File: config.mk
export PLATFORM = sky130hd
export DESIGN_NAME = postfix_expression_evaluator_top
export DESIGN_NICKNAME = d
export VERILOG_FILES = /design/src/rtl/pfx_pkg.sv /design/src/rtl/postfix_expression_evaluator_top.sv /design/src/rtl/pfx_ram.sv
export SDC_FILE = /design/constraint.sdc
export NUM_CORES = 2
export LEC_CHECK = 0
export ABC_CLOCK_PERIOD_IN_PS = 14300
export BUFFER_PORTS_ARGS = -buffer_cell sky130_fd_sc_hd__buf_2
export CAP_MARGIN = 20
export CORE_UTILIZATION = 55
export DETAILED_ROUTE_END_ITERATION = 7
export PLACE_DENSITY_LB_ADDON = 0.12
export SKIP_CTS_REPAIR_TIMING = 1
export SKIP_LAST_GASP = 1
export SYNTH_ARGS = -nofsm -noshare
export SYNTH_HDL_FRONTEND = slang
export SYNTH_SLANG_ARGS = --single-unit
File: constraint.sdc
create_clock -name aclk -period 14.3 [get_ports aclk]
set_input_delay 1.43 -clock aclk [delete_from_list [all_inputs] [get_ports aclk]]
set_output_delay 1.43 -clock aclk [all_outputs]
set_load 0.05 [all_outputs]
File: src/rtl/pfx_pkg.sv
// Shared types, character codes, error codes and helpers for the postfix evaluator.
// No dependencies; used by pfx_ram users, the top level and the checker.
`timescale 1ns / 1ps
`default_nettype none
package pfx_pkg;

    localparam int VAL_W  = 48;
    localparam int FD_W   = 4;
    localparam int ERR_W  = 3;
    localparam int CHAR_W = 8;

    localparam logic [CHAR_W-1:0] CH_POINT = 8'h2E;
    localparam logic [CHAR_W-1:0] CH_COMMA = 8'h2C;
    localparam logic [CHAR_W-1:0] CH_MOD   = 8'h25;
    localparam logic [CHAR_W-1:0] CH_DIV   = 8'h2F;
    localparam logic [CHAR_W-1:0] CH_MUL   = 8'h2A;
    localparam logic [CHAR_W-1:0] CH_ADD   = 8'h2B;
    localparam logic [CHAR_W-1:0] CH_SUB   = 8'h2D;
    localparam logic [CHAR_W-1:0] CH_ZERO  = 8'h30;
    localparam logic [CHAR_W-1:0] CH_NINE  = 8'h39;
    localparam logic [CHAR_W-1:0] CH_SPACE = 8'h20;

    localparam logic [ERR_W-1:0] ERR_NONE = 3'd0;
    localparam logic [ERR_W-1:0] ERR_CHAR = 3'd1;
    localparam logic [ERR_W-1:0] ERR_FRAC = 3'd2;
    localparam logic [ERR_W-1:0] ERR_FEW  = 3'd3;
    localparam logic [ERR_W-1:0] ERR_FULL = 3'd4;
    localparam logic [ERR_W-1:0] ERR_DIV0 = 3'd5;

    localparam logic [VAL_W-1:0] VAL_MAX = 48'h7FFF_FFFF_FFFF;
    localparam logic [VAL_W-1:0] VAL_MIN = 48'h8000_0000_0000;

    typedef enum logic [4:0] {
        ST_IDLE, ST_DECODE, ST_NUMLD, ST_DIV, ST_DIVRES, ST_OPCHK, ST_OPRB,
        ST_OPRA, ST_OPGO, ST_OPEX, ST_MUL, ST_MULRES, ST_PUSH, ST_FINCHK,
        ST_ENDRD, ST_ENDWT, ST_OUT
    } state_t;

    typedef enum logic [1:0] {
        JOB_NUM, JOB_DIV, JOB_MOD
    } job_t;

    // Power of ten for a fraction digit count.
    function automatic logic [VAL_W-1:0] pow10(input logic [FD_W-1:0] n);
        logic [VAL_W-1:0] p;
        unique case (n)
            4'd0:    p = 48'd1;
            4'd1:    p = 48'd10;
            4'd2:    p = 48'd100;
            4'd3:    p = 48'd1000;
            4'd4:    p = 48'd10000;
            4'd5:    p = 48'd100000;
            4'd6:    p = 48'd1000000;
            4'd7:    p = 48'd10000000;
            4'd8:    p = 48'd100000000;
            default: p = 48'd1000000000;
        endcase
        return p;
    endfunction

    // Apply sign to a magnitude and clamp to the signed 48-bit range.
    function automatic logic [VAL_W-1:0] sat_mag(input logic [VAL_W-1:0] mag,
                                                 input logic over, input logic neg);
        logic [VAL_W-1:0] r;
        if (neg) begin
            r = (over || mag[VAL_W-1]) ? VAL_MIN : (~mag + 48'd1);
        end else begin
            r = (over || mag[VAL_W-1]) ? VAL_MAX : mag;
        end
        return r;
    endfunction

endpackage
`default_nettype wire

File: src/rtl/postfix_expression_evaluator_top.sv
// Postfix expression evaluator: character decoder, value stack and sequencer
// around one shared add/subtract unit. Depends on pfx_pkg and pfx_ram.
//
//  channel | ports                               | role
//  s_      | s_valid s_ready s_char_code s_last  | one expression character
//  m_      | m_valid m_ready m_value m_error     | value and error at end
//
// A digit, point or space that ends nothing passes through decode and the
// end-of-item check; a number end runs the shared unit as a restoring divider;
// '*' runs it as a shift-add multiplier; '/' and '%' run the divider again.
// The last character adds a stack read of the top value before the output.
// Reset is synchronous; the stack RAM is not cleared. A stalled result holds
// in the output register and the block finishes the next expression only
// after it is taken.
`timescale 1ns / 1ps
`default_nettype none
module postfix_expression_evaluator_top #(
    parameter int STACK_DEPTH         = 16,
    parameter int FRACTION_BITS       = 16,
    parameter int MAX_FRACTION_DIGITS = 6
) (
    input  wire logic                        aclk,
    input  wire logic                        aresetn,
    input  wire logic                        s_valid,
    output logic                             s_ready,
    input  wire logic [pfx_pkg::CHAR_W-1:0]  s_char_code,
    input  wire logic                        s_last,
    output logic                             m_valid,
    input  wire logic                        m_ready,
    output logic signed [pfx_pkg::VAL_W-1:0] m_value,
    output logic [pfx_pkg::ERR_W-1:0]        m_error
);
    localparam int VW  = pfx_pkg::VAL_W;
    localparam int DW  = VW + FRACTION_BITS;
    localparam int CW  = $clog2(STACK_DEPTH + 1);
    localparam int AW  = $clog2(STACK_DEPTH);
    localparam int KW  = $clog2(DW);
    localparam int AUW = VW + 2;

    pfx_pkg::state_t state_reg, state_next;
    pfx_pkg::job_t   job_reg, job_next;

    logic [pfx_pkg::CHAR_W-1:0] c_reg, c_next;
    logic                       fin_reg, fin_next;
    logic [CW-1:0]              count_reg, count_next;
    logic [VW-1:0]              mant_reg, mant_next;
    logic [pfx_pkg::FD_W-1:0]   fd_reg, fd_next;
    logic                       innum_reg, innum_next;
    logic                       seen_reg, seen_next;
    logic [pfx_pkg::ERR_W-1:0]  sticky_reg, sticky_next;
    logic                       oppend_reg, oppend_next;
    logic                       neg_reg, neg_next;
    logic [VW-1:0]              a_reg, a_next;
    logic [VW-1:0]              b_reg, b_next;
    logic [VW-1:0]              res_reg, res_next;
    logic [DW-1:0]              dvd_reg, dvd_next;
    logic [VW-1:0]              rem_reg, rem_next;
    logic [VW-1:0]              dvs_reg, dvs_next;
    logic [KW-1:0]              k_reg, k_next;
    logic                       mvalid_reg, mvalid_next;
    logic [VW-1:0]              mvalue_reg, mvalue_next;
    logic [pfx_pkg::ERR_W-1:0]  merror_reg, merror_next;

    // shared adder
    logic [AUW-1:0] add_a, add_b, add_sum;
    logic           add_sub;

    // stack RAM port
    logic          ram_we;
    logic [AW-1:0] ram_waddr, ram_raddr;
    logic [VW-1:0] ram_rdata;

    logic [CW-1:0]      cnt_m1, cnt_m2;
    logic [VW+3:0]      mant_x10;
    logic [VW:0]        trial;
    logic [VW:0]        mul_sum;
    logic [2*VW-1:0]    mul_prod;
    logic [VW-1:0]      mag_a, mag_b;
    logic [VW:0]        sum49;
    logic               is_digit, is_op;

    pfx_ram #(.WIDTH(VW), .DEPTH(STACK_DEPTH)) u_stack (
        .aclk  (aclk),
        .we    (ram_we),
        .waddr (ram_waddr),
        .wdata (res_reg),
        .raddr (ram_raddr),
        .rdata (ram_rdata)
    );

    assign s_ready = (state_reg == pfx_pkg::ST_IDLE);
    assign m_valid = mvalid_reg;
    assign m_value = mvalue_reg;
    assign m_error = merror_reg;

    assign cnt_m1   = count_reg - CW'(1);
    assign cnt_m2   = count_reg - CW'(2);
    assign trial    = {rem_reg, dvd_reg[DW-1]};
    assign mul_prod = {rem_reg, dvd_reg[VW-1:0]};
    assign mag_a    = a_reg[VW-1] ? (~a_reg + VW'(1)) : a_reg;
    assign mag_b    = b_reg[VW-1] ? (~b_reg + VW'(1)) : b_reg;
    assign mant_x10 = {1'b0, mant_reg, 3'b000} + {3'b000, mant_reg, 1'b0}
                      + (VW+4)'(c_reg - pfx_pkg::CH_ZERO);
    assign is_digit = (c_reg >= pfx_pkg::CH_ZERO) && (c_reg <= pfx_pkg::CH_NINE);
    assign is_op    = (c_reg == pfx_pkg::CH_ADD) || (c_reg == pfx_pkg::CH_SUB)
                   || (c_reg == pfx_pkg::CH_MUL) || (c_reg == pfx_pkg::CH_DIV)
                   || (c_reg == pfx_pkg::CH_MOD);
    assign add_sum  = add_a + (add_sub ? ~add_b : add_b) + AUW'(add_sub);
    assign mul_sum  = dvd_reg[0] ? add_sum[VW:0] : {1'b0, rem_reg};
    assign sum49    = add_sum[VW:0];

    // Shared adder operand select
    always_comb begin
        add_a   = {2'b00, rem_reg};
        add_b   = {2'b00, dvs_reg};
        add_sub = 1'b0;
        if (state_reg == pfx_pkg::ST_DIV) begin
            add_a   = {1'b0, trial};
            add_sub = 1'b1;
        end else if (state_reg == pfx_pkg::ST_OPEX) begin
            add_a   = {{2{a_reg[VW-1]}}, a_reg};
            add_b   = {{2{b_reg[VW-1]}}, b_reg};
            add_sub = (c_reg == pfx_pkg::CH_SUB);
        end
    end

    // Sequencer: next state and datapath
    always_comb begin
        state_next  = state_reg;
        job_next    = job_reg;
        c_next      = c_reg;
        fin_next    = fin_reg;
        count_next  = count_reg;
        mant_next   = mant_reg;
        fd_next     = fd_reg;
        innum_next  = innum_reg;
        seen_next   = seen_reg;
        sticky_next = sticky_reg;
        oppend_next = oppend_reg;
        neg_next    = neg_reg;
        a_next      = a_reg;
        b_next      = b_reg;
        res_next    = res_reg;
        dvd_next    = dvd_reg;
        rem_next    = rem_reg;
        dvs_next    = dvs_reg;
        k_next      = k_reg;
        mvalid_next = mvalid_reg && !m_ready;
        mvalue_next = mvalue_reg;
        merror_next = merror_reg;
        ram_we      = 1'b0;
        ram_waddr   = count_reg[AW-1:0];
        ram_raddr   = cnt_m1[AW-1:0];

        unique case (state_reg)
            pfx_pkg::ST_IDLE: begin
                if (s_valid) begin
                    c_next     = s_char_code;
                    fin_next   = s_last;
                    state_next = pfx_pkg::ST_DECODE;
                end
            end
            pfx_pkg::ST_DECODE: begin
                state_next = pfx_pkg::ST_FINCHK;
                if (sticky_reg == pfx_pkg::ERR_NONE) begin
                    if (is_digit) begin
                        innum_next = 1'b1;
                        if (!(seen_reg && fd_reg >= pfx_pkg::FD_W'(MAX_FRACTION_DIGITS))) begin
                            if (seen_reg) begin
                                fd_next = fd_reg + 4'd1;
                            end
                            mant_next = (mant_x10[VW+3:VW] != 4'd0) ? {VW{1'b1}}
                                                                      : mant_x10[VW-1:0];
                        end
                    end else if (c_reg == pfx_pkg::CH_POINT || c_reg == pfx_pkg::CH_COMMA) begin
                        if (seen_reg) begin
                            sticky_next = pfx_pkg::ERR_CHAR;
                        end else begin
                            seen_next  = 1'b1;
                            innum_next = 1'b1;
                        end
                    end else if (c_reg == pfx_pkg::CH_SPACE) begin
                        if (innum_reg) begin
                            state_next = pfx_pkg::ST_NUMLD;
                        end
                    end else if (is_op) begin
                        if (innum_reg) begin
                            oppend_next = 1'b1;
                            state_next  = pfx_pkg::ST_NUMLD;
                        end else begin
                            state_next = pfx_pkg::ST_OPCHK;
                        end
                    end else begin
                        sticky_next = pfx_pkg::ERR_CHAR;
                    end
                end
            end
            // Convert the number: (mantissa << FB) / 10^digits
            pfx_pkg::ST_NUMLD: begin
                dvd_next   = {mant_reg, {FRACTION_BITS{1'b0}}};
                dvs_next   = pfx_pkg::pow10(fd_reg);
                rem_next   = '0;
                k_next     = KW'(DW - 1);
                job_next   = pfx_pkg::JOB_NUM;
                neg_next   = 1'b0;
                mant_next  = '0;
                fd_next    = '0;
                innum_next = 1'b0;
                seen_next  = 1'b0;
                state_next = pfx_pkg::ST_DIV;
            end
            // One quotient bit per cycle
            pfx_pkg::ST_DIV: begin
                if (!add_sum[AUW-1]) begin
                    rem_next = add_sum[VW-1:0];
                end else begin
                    rem_next = trial[VW-1:0];
                end
                dvd_next = {dvd_reg[DW-2:0], !add_sum[AUW-1]};
                k_next   = k_reg - KW'(1);
                if (k_reg == '0) begin
                    state_next = pfx_pkg::ST_DIVRES;
                end
            end
            pfx_pkg::ST_DIVRES: begin
                if (job_reg == pfx_pkg::JOB_MOD) begin
                    res_next = pfx_pkg::sat_mag(rem_reg, 1'b0, neg_reg);
                end else begin
                    res_next = pfx_pkg::sat_mag(dvd_reg[VW-1:0], |dvd_reg[DW-1:VW], neg_reg);
                end
                state_next = pfx_pkg::ST_PUSH;
            end
            pfx_pkg::ST_OPCHK: begin
                oppend_next = 1'b0;
                if (sticky_reg != pfx_pkg::ERR_NONE) begin
                    state_next = pfx_pkg::ST_FINCHK;
                end else if (count_reg < CW'(2)) begin
                    sticky_next = pfx_pkg::ERR_FEW;
                    state_next  = pfx_pkg::ST_FINCHK;
                end else begin
                    state_next = pfx_pkg::ST_OPRB;
                end
            end
            pfx_pkg::ST_OPRB: begin
                state_next = pfx_pkg::ST_OPRA;
            end
            pfx_pkg::ST_OPRA: begin
                b_next     = ram_rdata;
                ram_raddr  = cnt_m2[AW-1:0];
                state_next = pfx_pkg::ST_OPGO;
            end
            pfx_pkg::ST_OPGO: begin
                a_next     = ram_rdata;
                count_next = cnt_m2;
                state_next = pfx_pkg::ST_OPEX;
            end
            // Dispatch the operator
            pfx_pkg::ST_OPEX: begin
                rem_next = '0;
                dvs_next = mag_b;
                priority if (c_reg == pfx_pkg::CH_ADD || c_reg == pfx_pkg::CH_SUB) begin
                    if (sum49[VW] != sum49[VW-1]) begin
                        res_next = sum49[VW] ? pfx_pkg::VAL_MIN : pfx_pkg::VAL_MAX;
                    end else begin
                        res_next = sum49[VW-1:0];
                    end
                    state_next = pfx_pkg::ST_PUSH;
                end else if (c_reg == pfx_pkg::CH_MUL) begin
                    dvd_next   = {{FRACTION_BITS{1'b0}}, mag_a};
                    neg_next   = a_reg[VW-1] ^ b_reg[VW-1];
                    k_next     = KW'(VW - 1);
                    state_next = pfx_pkg::ST_MUL;
                end else if (c_reg == pfx_pkg::CH_DIV) begin
                    if (b_reg == '0) begin
                        sticky_next = pfx_pkg::ERR_DIV0;
                        state_next  = pfx_pkg::ST_FINCHK;
                    end else begin
                        dvd_next   = {mag_a, {FRACTION_BITS{1'b0}}};
                        neg_next   = a_reg[VW-1] ^ b_reg[VW-1];
                        k_next     = KW'(DW - 1);
                        job_next   = pfx_pkg::JOB_DIV;
                        state_next = pfx_pkg::ST_DIV;
                    end
                end else begin
                    if (a_reg[FRACTION_BITS-1:0] != '0 || b_reg[FRACTION_BITS-1:0] != '0) begin
                        sticky_next = pfx_pkg::ERR_FRAC;
                        state_next  = pfx_pkg::ST_FINCHK;
                    end else if (b_reg == '0) begin
                        sticky_next = pfx_pkg::ERR_DIV0;
                        state_next  = pfx_pkg::ST_FINCHK;
                    end else begin
                        dvd_next   = {{FRACTION_BITS{1'b0}}, mag_a};
                        neg_next   = a_reg[VW-1];
                        k_next     = KW'(DW - 1);
                        job_next   = pfx_pkg::JOB_MOD;
                        state_next = pfx_pkg::ST_DIV;
                    end
                end
            end
            // Shift-add multiply, one multiplier bit per cycle
            pfx_pkg::ST_MUL: begin
                rem_next            = mul_sum[VW:1];
                dvd_next[VW-1:0]    = {mul_sum[0], dvd_reg[VW-1:1]};
                k_next              = k_reg - KW'(1);
                if (k_reg == '0) begin
                    state_next = pfx_pkg::ST_MULRES;
                end
            end
            pfx_pkg::ST_MULRES: begin
                res_next   = pfx_pkg::sat_mag(mul_prod[FRACTION_BITS+VW-1:FRACTION_BITS],
                                              |mul_prod[2*VW-1:FRACTION_BITS+VW], neg_reg);
                state_next = pfx_pkg::ST_PUSH;
            end
            pfx_pkg::ST_PUSH: begin
                if (count_reg >= CW'(STACK_DEPTH)) begin
                    if (sticky_reg == pfx_pkg::ERR_NONE) begin
                        sticky_next = pfx_pkg::ERR_FULL;
                    end
                end else begin
                    ram_we     = 1'b1;
                    count_next = count_reg + CW'(1);
                end
                state_next = oppend_reg ? pfx_pkg::ST_OPCHK : pfx_pkg::ST_FINCHK;
            end
            // End of item: finish the expression on the last character
            pfx_pkg::ST_FINCHK: begin
                if (!fin_reg) begin
                    state_next = pfx_pkg::ST_IDLE;
                end else if (sticky_reg == pfx_pkg::ERR_NONE && innum_reg) begin
                    state_next = pfx_pkg::ST_NUMLD;
                end else if (sticky_reg != pfx_pkg::ERR_NONE || count_reg == '0) begin
                    state_next = pfx_pkg::ST_OUT;
                end else begin
                    state_next = pfx_pkg::ST_ENDRD;
                end
            end
            pfx_pkg::ST_ENDRD: begin
                state_next = pfx_pkg::ST_ENDWT;
            end
            pfx_pkg::ST_ENDWT: begin
                res_next   = ram_rdata;
                state_next = pfx_pkg::ST_OUT;
            end
            pfx_pkg::ST_OUT: begin
                if (!mvalid_reg || m_ready) begin
                    mvalid_next = 1'b1;
                    if (sticky_reg != pfx_pkg::ERR_NONE) begin
                        merror_next = sticky_reg;
                        mvalue_next = '0;
                    end else if (count_reg == '0) begin
                        merror_next = pfx_pkg::ERR_FEW;
                        mvalue_next = '0;
                    end else begin
                        merror_next = pfx_pkg::ERR_NONE;
                        mvalue_next = res_reg;
                    end
                    count_next  = '0;
                    mant_next   = '0;
                    fd_next     = '0;
                    innum_next  = 1'b0;
                    seen_next   = 1'b0;
                    sticky_next = pfx_pkg::ERR_NONE;
                    oppend_next = 1'b0;
                    state_next  = pfx_pkg::ST_IDLE;
                end
            end
            default: begin
                state_next = pfx_pkg::ST_IDLE;
            end
        endcase
    end

    // Control registers
    always_ff @(posedge aclk) begin
        if (!aresetn) begin
            state_reg  <= pfx_pkg::ST_IDLE;
            count_reg  <= '0;
            mant_reg   <= '0;
            fd_reg     <= '0;
            innum_reg  <= 1'b0;
            seen_reg   <= 1'b0;
            sticky_reg <= pfx_pkg::ERR_NONE;
            oppend_reg <= 1'b0;
            mvalid_reg <= 1'b0;
        end else begin
            state_reg  <= state_next;
            count_reg  <= count_next;
            mant_reg   <= mant_next;
            fd_reg     <= fd_next;
            innum_reg  <= innum_next;
            seen_reg   <= seen_next;
            sticky_reg <= sticky_next;
            oppend_reg <= oppend_next;
            mvalid_reg <= mvalid_next;
        end
    end

    // Payload registers
    always_ff @(posedge aclk) begin
        job_reg    <= job_next;
        c_reg      <= c_next;
        fin_reg    <= fin_next;
        neg_reg    <= neg_next;
        a_reg      <= a_next;
        b_reg      <= b_next;
        res_reg    <= res_next;
        dvd_reg    <= dvd_next;
        rem_reg    <= rem_next;
        dvs_reg    <= dvs_next;
        k_reg      <= k_next;
        mvalue_reg <= mvalue_next;
        merror_reg <= merror_next;
    end

endmodule
`default_nettype wire

File: src/rtl/pfx_ram.sv
// Generic single-write, single-read RAM with registered read data.
// No dependencies.
`timescale 1ns / 1ps
`default_nettype none
module pfx_ram #(
    parameter int WIDTH = 48,
    parameter int DEPTH = 16
) (
    input  wire logic                     aclk,
    input  wire logic                     we,
    input  wire logic [$clog2(DEPTH)-1:0] waddr,
    input  wire logic [WIDTH-1:0]         wdata,
    input  wire logic [$clog2(DEPTH)-1:0] raddr,
    output logic [WIDTH-1:0]              rdata
);
    logic [WIDTH-1:0] mem [DEPTH];

    // Write and registered read
    always_ff @(posedge aclk) begin
        if (we) begin
            mem[waddr] <= wdata;
        end
        rdata <= mem[raddr];
    end
endmodule
`default_nettype wire

==> key figures <==
Placement
  • GPL Wtd Cong: 1.014
  • Pre-CTS setup slack: 6.713 ns
  • Post-DP HPWL: 147500 um
  • I/O Buffers: 65
  • Placed Area: 0.06788 mm2

Logic synthesis
  • Syn Inst Count: 5424
  • Synth top area cells: edfxtp_1, mux4_2, dfxtp_1
  • Sequential area share after synthesis: 0.5621
  • Post-synth top area share: 0.5196
  • Cell type with the highest aggregate area in the netlist: edfxtp_1
  • Ys Warns: 0
  • Synth cell types: 92
  • EDFF count, synth: 1141
  • Syn Nets: 5608
  • Post-synth top cells: edfxtp_1, nor2_1, a21oi_1
  • Cell with the most instances after synthesis: edfxtp_1
  • Cell area after synthesis: 0.06594 mm2
  • Primary FF master, synth: edfxtp_1
  • Mean area per synthesized cell: 12.16 um2
  • Asr flop ratio synth: 0
  • Flops & latches, synth: 1281

Global routing
  • Initial antenna violation count: 10
  • Largest net degree at the start of global routing: 132
  • First-pass GRT wire length: 315700 um
  • Overflow left after global routing: 0
  • Gr usage total: 0.3588
  • Vias in the first global route: 45680

Power and ir drop
  • Power density over the cells: 194.9 mW/mm2
  • Final Power: 14.11 mW
  • Max VDD drop: 0.2111 mV
  • Leak: 25.06 nW

Cells and area
  • Final Instance Area: 0.07243 mm2
  • Share of post-route cells with drive strength above 1: 0.1186
  • Fin nets: 5518
  • Fillers: 9258
  • Area delta synth->final: 9.832%
  • Max FFs per register: 768
  • FF/Latch Area: 0.03707 mm2
  • Area occupied by multi-input gates: 0.02741 mm2

CTS
  • H-tree level count: 4
  • CTS Sinks: 1281
  • Clk buf depth: 3
  • Clock Pin Slew Worst Setup and Hold Paths: 0.06 ns
  • TritonCTS Buffers: 137
  • Clk root buf: clkbuf_16
  • Worst-skew pair later-pin latency: 0.81 ns
  • CTS tree: done

Drt
  • Via Count: 47800
  • WL final: 217800 um
  • Final ANT Viol Nets: 0
  • Via/cell ratio: 6.779
  • DR DRC count: 2
  • First-pass DRT Iterations: 8
  • First DRT Iteration DRCs: 6911
  • Routed length per placed instance: 30.88 um

Outcome
  • Status: finished with violations
  • Failing checks: design-rule violations

Floorplanning
  • Die width: 348.3 um
  • Die Y: 348.3 um
  • Ports: 66
  • Full die area: 0.1213 mm2
  • Site row count: 126
  • Initial Utilization: 0.5570
  • Core ar.: 0.1184 mm2

STA
  • # setup viols final: 0
  • RSZ-0062 raised after global routing: no
  • Setup TNS: 0 ns
  • PnR worst setup slack: 6.534 ns
  • Final Hold Viols: 0
  • Slew HR: 0.1718
  • Worst-Margin Slew: 1.235 ns
  • Period utilization: 0.5431
  • Max Freq: 128.8 MHz
  • Final Skew: 0.04811 ns
  • Final Max Tran Viols: 0
  • Tmin final: 7.766 ns

Worst setup path
  • Slowest library cell on the worst path: dfxtp_1
  • CP max stage delay: 0.78 ns
  • Crit path kind: register to register
  • Worst endpoint required time: 14.82 ns
  • CP arrival: 8.29 ns
  • Critical Path End Type: register
  • Crit start category: register
  • CP Cell Sequence: nor3b_2 > nand2_4 > buf_4 > nand2_1 > buf_4 > nor2_1 > nor2_1 > ha_1 > and3_1 > nand2_1 > or4_1 > or3_1 > a211oi_2 > o22ai_1 > o41ai_4 > xor2_4 > buf_4 > nor2_1 > a221o_1
  • Crit path max fanout: 64

Min path
  • HP Class: register to register

Job
  • Max Cap Viol: 0
-- power breakdown --
part	total (mW)	internal (mW)	switching, mW
registers	5.46	4.68	0.778
logic	5.04	1.75	3.29
clock network	3.61	2.07	1.54
total	14.1	8.51	5.61
-- cell families (layout without fill, tap and decap cells) --
family                     count (synthesis)  after routing  synth area share
AOI/OAI and AO/OA                       1437           1437            0.1401
and+or+nand+nor                         1375           1375           0.09757
DFF                                     1281           1281            0.5621
buffers and inverters                    476            498           0.02742
muxes                                    386            386           0.09506
xor gates and xnor gates                 297            297           0.03968
adders and majority gates                172            172           0.03806
other                                      0              5                 0
-- routing by layer --
metal	GRT usage	routed length (um)	vias to the layer above
li1	-	-	20740
met1	0.5015	86850	23910
met2	0.5381	96510	2675
met3	0.08053	24030	468
met4	0.1598	10340	2
met5	0	13	-
-- cell usage in the layout, fill, tap and decap left out, types with 93 or more instances in the layout --
cell type and instances:
edfxtp_1 1141, nor2_1 476, a21oi_1 386, nand2_1 329
o21ai_0 312, mux4_2 192, mux2i_1 191, xor2_1 181
dfxtp_1 140, clkbuf_16 139, ha_1 123, xnor2_1 112
buf_4 101, o22ai_1 97, nor3_1 93, a211oi_1 93
-- critical path, delay by kind of cell, from the launching register on --
family	cells	cell delay (ns)
AO/OA/AOI/OAI	4	1.45
AND/OR/NAND/NOR	10	3.10
flip-flops	1	0.78
buffers and inverters	3	1.61
XOR/XNOR	1	0.16
adder cells (fa/ha/maj)	1	0.27
-- layout make-up --
| type | instances | area share |
|---|---|---|
| clock buffer | 191 | 0.05238 |
| multi-input combinational | 3667 | 0.3785 |
| sequential | 1281 | 0.5118 |
| clock inverter | 60 | 0.01018 |
| antenna | 5 | 0.0001728 |
| inverter | 79 | 0.004094 |
| timing repair buffer | 168 | 0.01531 |
| tap | 1600 | 0.02764 |
-- worst paths after layout --
| kind | to | from | slack (ns) | cells past startpoint |
|---|---|---|---|---|
| max | rem_reg[42] | state_reg[3] | 6.53 | 19 |
| max reg2reg | rem_reg[42] | state_reg[3] | 6.53 | 19 |
| min reg2reg | dvs_reg[18] | register | 0.52 | 2 |
| min | dvs_reg[18] | register | 0.52 | 2 |
-- per-stage QoR --
step / hold slack, ns / util / cells
final: 0.5158 / 0.6117 / 7051
after global routing: 0.5414 / 0.6116 / 7046
after CTS: 0.5204 / 0.6116 / 7046
after detailed placement: 0.5030 / 0.5734 / 6795
after global placement: 0.5018 / 0.5733 / 6794
after floorplan: 0.4245 / - / 5424
Power figures use the tool's default switching activity.
